==> src/rtl/lev_pkg.sv <==
package lev_pkg;

  localparam int CH_W   = 8;
  localparam int DIST_W = 7;

  // Word selector carried by every input beat.
  localparam logic OP_QUERY = 1'b0;
  localparam logic OP_CAND  = 1'b1;

  typedef struct packed {
    logic            op;
    logic [CH_W-1:0] ch;
    logic            has_char;
    logic            last;
  } lev_in_t;

  typedef struct packed {
    logic [DIST_W-1:0] distance;
    logic              overflow;
  } lev_out_t;

  typedef enum logic [1:0] {
    ST_IDLE,
    ST_ROW,
    ST_RDRES,
    ST_EMIT
  } lev_state_t;

endpackage

==> src/rtl/lev_ram.sv <==
module lev_ram #(
  parameter int WIDTH = 8,
  parameter int DEPTH = 64
) (
  input  logic                                     clk,
  input  logic                                     we,
  input  logic [(DEPTH > 1 ? $clog2(DEPTH) : 1)-1:0] waddr,
  input  logic [WIDTH-1:0]                         wdata,
  input  logic                                     re,
  input  logic [(DEPTH > 1 ? $clog2(DEPTH) : 1)-1:0] raddr,
  output logic [WIDTH-1:0]                         rdata
);

  logic [WIDTH-1:0] mem [DEPTH];

  always_ff @(posedge clk) begin
    if (we) begin
      mem[waddr] <= wdata;
    end
    if (re) begin
      rdata <= mem[raddr];
    end
  end

endmodule

==> src/rtl/lev_cell.sv <==
module lev_cell import lev_pkg::*; #(
  parameter int DW = 7
) (
  input  logic            first,
  input  logic [DW-1:0]   cand_len,
  input  logic [DW-1:0]   above,
  input  logic [DW-1:0]   left,
  input  logic [DW-1:0]   diag,
  input  logic [CH_W-1:0] q_ch,
  input  logic [CH_W-1:0] c_ch,
  output logic [DW-1:0]   value
);

  logic [DW:0] del_c;
  logic [DW:0] ins_c;
  logic [DW:0] sub_c;
  logic [DW:0] m1;
  logic [DW:0] m2;

  // Cell value is the cheapest of deletion, insertion and substitution; the first cell of the row takes cand_len + 1.
  always_comb begin
    del_c = {1'b0, above} + (DW+1)'(1);
    ins_c = {1'b0, left} + (DW+1)'(1);
    sub_c = {1'b0, diag} + ((q_ch == c_ch) ? (DW+1)'(0) : (DW+1)'(1));
    m1    = (del_c < ins_c) ? del_c : ins_c;
    m2    = (m1 < sub_c) ? m1 : sub_c;
    if (first) begin
      value = cand_len + DW'(1);
    end else begin
      value = m2[DW-1:0];
    end
  end

endmodule

==> src/rtl/levenshtein_edit_distance.sv <==
// Levenshtein distance engine. Query beats (op = 0) load the query word into a character
// memory, one beat per cycle while the engine is idle; the beat with last set closes the
// query, and a beat without a character allows an empty word. Candidate beats (op = 1)
// are scored against the query through one DP row held in a second memory: each candidate
// character sweeps the row one cell per cycle, and the candidate beat with last set then
// reads the final cell and emits the distance. Query beats and candidate beats without a
// character need no sweep. The sweep over the row memory sets the rate. A query or
// candidate longer than MAX_LEN characters sets overflow and the distance reads MAX_LEN.
// Any query beat abandons a candidate in progress. The row needs no clearing pass: a flag
// marks the freshly reset row, whose entry i reads as i until the first sweep overwrites
// it. A finished result waits in the output register while new beats are taken.
module levenshtein_edit_distance import lev_pkg::*; #(
  parameter int MAX_LEN = 64
) (
  input  logic     clk,
  input  logic     rst_n,
  input  logic     in_valid,
  output logic     in_ready,
  input  lev_in_t  in_data,
  output logic     out_valid,
  input  logic     out_ready,
  output lev_out_t out_data
);

  // Widths of lengths and row values (0 .. MAX_LEN) and of query addresses.
  localparam int DW  = $clog2(MAX_LEN + 1);
  localparam int QAW = (MAX_LEN > 1) ? $clog2(MAX_LEN) : 1;
  localparam int EW  = (DW > DIST_W) ? DW : DIST_W;

  lev_state_t state_r, state_nxt;

  logic [DW-1:0]   idx_r, idx_nxt;
  logic [DW-1:0]   left_r, left_nxt;
  logic [DW-1:0]   diag_r, diag_nxt;
  logic [CH_W-1:0] ch_r, ch_nxt;
  logic            last_r, last_nxt;
  logic            row_init_r, row_init_nxt;
  logic [DW-1:0]   cand_len_r, cand_len_nxt;
  logic            ovf_r, ovf_nxt;
  logic [DW-1:0]   query_len_r, query_len_nxt;
  logic            query_open_r, query_open_nxt;
  logic            query_over_r, query_over_nxt;
  logic            out_valid_r, out_valid_nxt;
  lev_out_t        out_data_r, out_data_nxt;

  logic            accept;
  logic [DW-1:0]   qlen_base;
  logic            qover_base;

  logic            q_we;
  logic [QAW-1:0]  q_waddr;
  logic [QAW-1:0]  q_raddr;
  logic [CH_W-1:0] q_rdata;

  logic            dp_we;
  logic            dp_re;
  logic [DW-1:0]   dp_raddr;
  logic [DW-1:0]   dp_rdata;

  logic [DW-1:0]   above;
  logic [DW-1:0]   cell_val;
  logic [DW-1:0]   dist_sat;
  logic [EW-1:0]   dist_ext;

  lev_ram #(
    .WIDTH (CH_W),
    .DEPTH (MAX_LEN)
  ) u_query_ram (
    .clk   (clk),
    .we    (q_we),
    .waddr (q_waddr),
    .wdata (in_data.ch),
    .re    (1'b1),
    .raddr (q_raddr),
    .rdata (q_rdata)
  );

  lev_ram #(
    .WIDTH (DW),
    .DEPTH (MAX_LEN + 1)
  ) u_row_ram (
    .clk   (clk),
    .we    (dp_we),
    .waddr (idx_r),
    .wdata (cell_val),
    .re    (dp_re),
    .raddr (dp_raddr),
    .rdata (dp_rdata)
  );

  // A freshly reset row reads entry i as i.
  assign above = row_init_r ? idx_r : dp_rdata;

  lev_cell #(
    .DW (DW)
  ) u_cell (
    .first    (idx_r == '0),
    .cand_len (cand_len_r),
    .above    (above),
    .left     (left_r),
    .diag     (diag_r),
    .q_ch     (q_rdata),
    .c_ch     (ch_r),
    .value    (cell_val)
  );

  assign in_ready  = (state_r == ST_IDLE);
  assign accept    = in_valid && in_ready;
  assign out_valid = out_valid_r;
  assign out_data  = out_data_r;

  // The first query beat after a closed query starts a fresh word.
  assign qlen_base  = query_open_r ? query_len_r : '0;
  assign qover_base = query_open_r ? query_over_r : 1'b0;

  assign q_we    = accept && (in_data.op == OP_QUERY) && in_data.has_char &&
                   (qlen_base < DW'(MAX_LEN));
  assign q_waddr = qlen_base[QAW-1:0];

  // Distance of the finished candidate, saturated at MAX_LEN and extended to EW bits.
  always_comb begin
    if (ovf_r) begin
      dist_sat = DW'(MAX_LEN);
    end else if (row_init_r) begin
      dist_sat = query_len_r;
    end else if (dp_rdata > DW'(MAX_LEN)) begin
      dist_sat = DW'(MAX_LEN);
    end else begin
      dist_sat = dp_rdata;
    end
    dist_ext = EW'(dist_sat);
  end

  always_comb begin
    state_nxt      = state_r;
    idx_nxt        = idx_r;
    left_nxt       = left_r;
    diag_nxt       = diag_r;
    ch_nxt         = ch_r;
    last_nxt       = last_r;
    row_init_nxt   = row_init_r;
    cand_len_nxt   = cand_len_r;
    ovf_nxt        = ovf_r;
    query_len_nxt  = query_len_r;
    query_open_nxt = query_open_r;
    query_over_nxt = query_over_r;
    out_valid_nxt  = out_valid_r && !out_ready;
    out_data_nxt   = out_data_r;
    dp_we          = 1'b0;
    dp_re          = 1'b1;
    dp_raddr       = '0;
    q_raddr        = '0;

    unique case (state_r)
      ST_IDLE: begin
        if (accept) begin
          if (in_data.op == OP_QUERY) begin
            query_len_nxt  = qlen_base;
            query_over_nxt = qover_base;
            if (in_data.has_char) begin
              if (qlen_base < DW'(MAX_LEN)) begin
                query_len_nxt = qlen_base + DW'(1);
              end else begin
                query_over_nxt = 1'b1;
              end
            end
            query_open_nxt = !in_data.last;
            // Any query beat drops the candidate in progress.
            row_init_nxt   = 1'b1;
            cand_len_nxt   = '0;
            ovf_nxt        = query_over_nxt;
          end else begin
            ch_nxt   = in_data.ch;
            last_nxt = in_data.last;
            idx_nxt  = '0;
            if (in_data.has_char && (cand_len_r < DW'(MAX_LEN))) begin
              // Row entry 0 is being read this cycle.
              state_nxt = ST_ROW;
            end else begin
              if (in_data.has_char) begin
                ovf_nxt = 1'b1;
              end
              if (in_data.last) begin
                state_nxt = ST_RDRES;
              end
            end
          end
        end
      end

      ST_ROW: begin
        // Old entry idx is on the read port; write its new value back.
        dp_we    = 1'b1;
        left_nxt = cell_val;
        diag_nxt = above;
        dp_raddr = idx_r + DW'(1);
        q_raddr  = idx_r[QAW-1:0];
        if (idx_r == query_len_r) begin
          row_init_nxt = 1'b0;
          cand_len_nxt = cand_len_r + DW'(1);
          state_nxt    = last_r ? ST_RDRES : ST_IDLE;
        end else begin
          idx_nxt = idx_r + DW'(1);
        end
      end

      ST_RDRES: begin
        dp_raddr  = query_len_r;
        state_nxt = ST_EMIT;
      end

      ST_EMIT: begin
        // Hold the read data until the output register is free.
        dp_re = 1'b0;
        if (!out_valid_r || out_ready) begin
          out_valid_nxt         = 1'b1;
          out_data_nxt.distance = dist_ext[DIST_W-1:0];
          out_data_nxt.overflow = ovf_r;
          row_init_nxt          = 1'b1;
          cand_len_nxt          = '0;
          ovf_nxt               = query_over_r;
          state_nxt             = ST_IDLE;
        end
      end

      default: begin
        state_nxt = ST_IDLE;
      end
    endcase
  end

  always_ff @(posedge clk) begin
    if (!rst_n) begin
      state_r      <= ST_IDLE;
      row_init_r   <= 1'b1;
      cand_len_r   <= '0;
      ovf_r        <= 1'b0;
      query_len_r  <= '0;
      query_open_r <= 1'b0;
      query_over_r <= 1'b0;
      out_valid_r  <= 1'b0;
    end else begin
      state_r      <= state_nxt;
      row_init_r   <= row_init_nxt;
      cand_len_r   <= cand_len_nxt;
      ovf_r        <= ovf_nxt;
      query_len_r  <= query_len_nxt;
      query_open_r <= query_open_nxt;
      query_over_r <= query_over_nxt;
      out_valid_r  <= out_valid_nxt;
    end
  end

  always_ff @(posedge clk) begin
    idx_r      <= idx_nxt;
    left_r     <= left_nxt;
    diag_r     <= diag_nxt;
    ch_r       <= ch_nxt;
    last_r     <= last_nxt;
    out_data_r <= out_data_nxt;
  end

endmodule

==> config.mk <==
export PLATFORM = sky130hd
export DESIGN_NAME = levenshtein_edit_distance
export DESIGN_NICKNAME = d
export VERILOG_FILES = /design/src/rtl/lev_pkg.sv /design/src/rtl/lev_ram.sv /design/src/rtl/lev_cell.sv /design/src/rtl/levenshtein_edit_distance.sv
export SDC_FILE = /design/constraint.sdc
export NUM_CORES = 1
export LEC_CHECK = 0
export BUFFER_PORTS_ARGS = -buffer_cell sky130_fd_sc_hd__buf_2
export CAP_MARGIN = 20
export CORE_MARGIN = 2
export CORE_UTILIZATION = 40
export CTS_BUF_LIST = sky130_fd_sc_hd__clkbuf_16
export DETAILED_ROUTE_END_ITERATION = 7
export GPL_ROUTABILITY_DRIVEN = 0
export PLACE_DENSITY = 0.64
export RECOVER_POWER = 25
export SETUP_SLACK_MARGIN = 0.05
export SYNTH_ARGS = -nofsm -noshare
export SYNTH_HDL_FRONTEND = slang
export SYNTH_SLANG_ARGS = --single-unit
==> constraint.sdc <==
create_clock -name clk -period 7.5 [get_ports clk]
set_input_delay 2.25 -clock clk [delete_from_list [all_inputs] [get_ports clk]]
set_output_delay 2.25 -clock clk [all_outputs]
set_load 0.005 [all_outputs]
==> metrics <==
YS warnings 0; Yosys cell types 70; num ports 25; Core Rows ~120; WL per Instance 25.08 um; Final ANT Viol Nets 0; worst vdd ir around 0.00094 V; CTS sink cnt 1041; placed cell count 4000; post-route minimum period about 6.4 ns; Final Skew roughly 0.018 ns; crit path DAT 6.72 ns; Reg clk slew, reported paths around 0.06 ns; Power Dens Cells between 400 and 500 mW/mm2; post-CTS sizing 0; final-report setup violation count 0; initial DRC count 2873; die height 330.2 um; RSZ-0062 raised after global routing false; HP Class flop to flop; Post-Layout Inst Area 0.04742 mm2; vias in the first global route between 20000 and 25000; Synth async-reset ratio 0; CTS Buf Count roughly 100; startpoint types flop; Peak Freq 157.4 MHz; clock latency on the worst-skew pair ~0.67 ns; post-synth net total 2741; GRT overflow 0; number of I/O port buffers 24; GRT Total Usage 0.1919; Tcrit/Tclk final 0.8469; Max Root-Sink Buffers 3; number of vias per cell between 5 and 6; Root Buffer clkbuf_16; status finished, violations left; synthesis-to-finish area growth 11.40%; fin cells around 4200; Crit path required time 7.86 ns; EDFF count, synth 1012; dpl hpwl about 63000 um; Area after DPL approximately 0.044 mm2; CTS tree done; leak pwr between 15 and 20 nW; register area share after synthesis 0.7276; Setup Buffers After CTS 0; Core Util, Final 0.4498; Max-Cap Viols 9; Setup TNS 0 ns; Avg Inst Size Synth around 16 um2; crit path kind flop to flop; Rel. slew slack -1.408; Tot Pwr about 21 mW; H-tree levels 3; Seq cells post-synth 1041; DR vias 24360; cell count after synthesis 2700; first-pass GRT wire length 156700 um; worst-margin pin slew 3.612 ns; initial antenna violation count 4; Crit. End Element flop; Core ar. 0.1054 mm2; largest net degree at the start of global routing 75; DR pass1 iterations 6; Starting Density 0.4038; number of fill cells around 9000; Die ar. 0.1090 mm2; Detailed Route WL 105000 um; CTS Hold Bufs 0; Synth Flop Type edfxtp_1; Final Hold Vio Count 0; Mapped Area 0.04257 mm2; Max Slew Vio Count approximately 570; Max FO, Critical Path 66; failing checks max-capacitance violations, max-slew violations; DRC violations left 0; Final nets around 2800; die width 330.2 um; share of cells above drive strength 1 0.1278
## layout by cell type (no fill, tap or decap), drive strengths merged, types with 19 or more instances in the layout
cell	netlist	final
nor2	167	167
inv	25	50
o22ai	69	69
or3	57	57
xor2	25	25
clkbuf	84	111
a21oi	61	61
clkinv	0	41
ha	26	26
mux2i	124	124
nand2	273	273
nor3	51	51
mux4	114	114
a211oi	77	77
nand3	95	95
edfxtp	1012	1012
a311oi	22	22
dfxtp	29	29
nand2b	19	19
buf	84	67
and2	20	20
a31oi	28	28
o21ai	73	73
## worst max-delay path: stages, from the launching register on
cell and delay, ns:
dfxtp_1 0.79, mux2_1 0.47, ha_1 0.26, xor2_1 0.21
ha_1 0.28, a21o_1 0.17, a211oi_1 0.24, a21oi_1 0.15
o41ai_4 0.59, o21ai_0 0.26, ha_1 0.36, a21o_1 0.18
a21o_1 0.17, a21oi_1 0.19, o21a_1 0.19, nor2b_1 0.09
a31oi_4 0.38, nor3b_1 0.17, a211oi_4 0.22, buf_4 0.61
## layout make-up
class	count	area, um2	share of cell area
inverter	25	93.84	0.001979
timing repair buffer	78	515.5	0.01087
antenna	4	10.01	0.0002111
clock buffer	100	2502	0.05277
clock inverter	83	691.9	0.01459
sequential	1041	30970	0.6531
multi-input combinational	1466	10890	0.2297
tap	1391	1740	0.03670
## Yosys cell counts, types with 6 or more instances
library cell  count  area (um2)
nor3b_1          10       75.07
xnor2_1          13       113.9
buf_2            56       280.3
a21boi_0          8       60.06
nor2b_1          13       81.33
a21oi_1          59       295.3
ha_1             26       325.3
mux4_2          114        2567
o21a_1            9       67.56
nor3_1           51       255.2
a211oi_1         76       570.6
a311oi_1         22       192.7
buf_1            17       63.81
nor2_1          165       619.3
a221oi_1          6       52.55
o21ai_0          68       340.3
a22oi_1           7       52.55
o22ai_1          69       431.7
inv_1            21       78.83
buf_4             6       45.04
edfxtp_1       1012       30390
nand3_1          95       475.5
xor2_1           25       219.0
mux2i_1         124        1241
a21o_1            8       60.06
and3_1            8       50.05
nand2_1         273        1025
clkbuf_1         83       311.6
o211ai_1         17       127.6
a31oi_1          27       168.9
and2_1           19       118.9
a211o_1           7       61.31
or3_1            57       356.6
nand4_1          13       81.33
dfxtp_1          29       580.6
nand2b_1         19       118.9
## routing by layer
| layer | up-vias | routed length, um | share of wire | GRT usage |
|---|---|---|---|---|
| met3 | 176 | 9044 | 0.086 | 0.03357 |
| met2 | 1167 | 50590 | 0.48 | 0.3112 |
| li1 | 10620 | - | - | - |
| met1 | 12390 | 42560 | 0.41 | 0.2655 |
| met4 | 2 | 2808 | 0.027 | 0.05764 |
| met5 | - | 13 | 0.00012 | 0 |
## path summary, 6_finish.rpt
kind	start	to	slack [ns]	cells past startpoint
hold reg to reg	query_over_r	query_over_r	0.50	2
setup reg to reg	row_init_r	u_row_ram.mem[19][3]	1.15	19
hold / removal	query_over_r	query_over_r	0.50	2
setup / recovery	row_init_r	u_row_ram.mem[19][3]	1.15	19
## logic make-up (layout without fill, tap and decap cells)
group,after synthesis,in the layout,share of synthesized area
AOI/OAI and AO/OA,419,419,0.06652
xor gates and xnor gates,38,38,0.007819
adders and majority gates,26,26,0.007643
buffers and inverters,193,286,0.02011
DFF,1041,1041,0.7276
muxes,243,243,0.09089
other,0,4,0
and+or+nand+nor,740,740,0.07945
## metrics by stage
step	setup slack, ns	hold slack [ns]
after floorplan	-0.1569	0.4029
after global placement	1.431	0.4627
after detailed placement	1.302	0.4822
after CTS	1.268	0.4963
after global routing	0.7180	0.5424
final	1.148	0.4971
## state kept, by name, summed over array words and instances, names as in the netlist, 2 cells and up
| signal | cells |
|---|---|
| state_r | 2 |
| u_query_ram.mem | 512 |
| query_len_r | 7 |
| left_r | 7 |
| u_row_ram.mem | 455 |
| diag_r | 7 |
| ch_r | 8 |
| u_row_ram.rdata | 7 |
| idx_r | 7 |
| out_data | 8 |
| cand_len_r | 7 |
| u_query_ram.rdata | 8 |
## power by group
group / internal, mW / leakage [nW] / switching, mW
Sequential: 9.30 / 9.36 / 0.131
Clock: 2.80 / 1.63 / 2.12
Combinational: 1.64 / 4.35 / 5.07
Note: power is estimated with default switching activity, not from simulation.
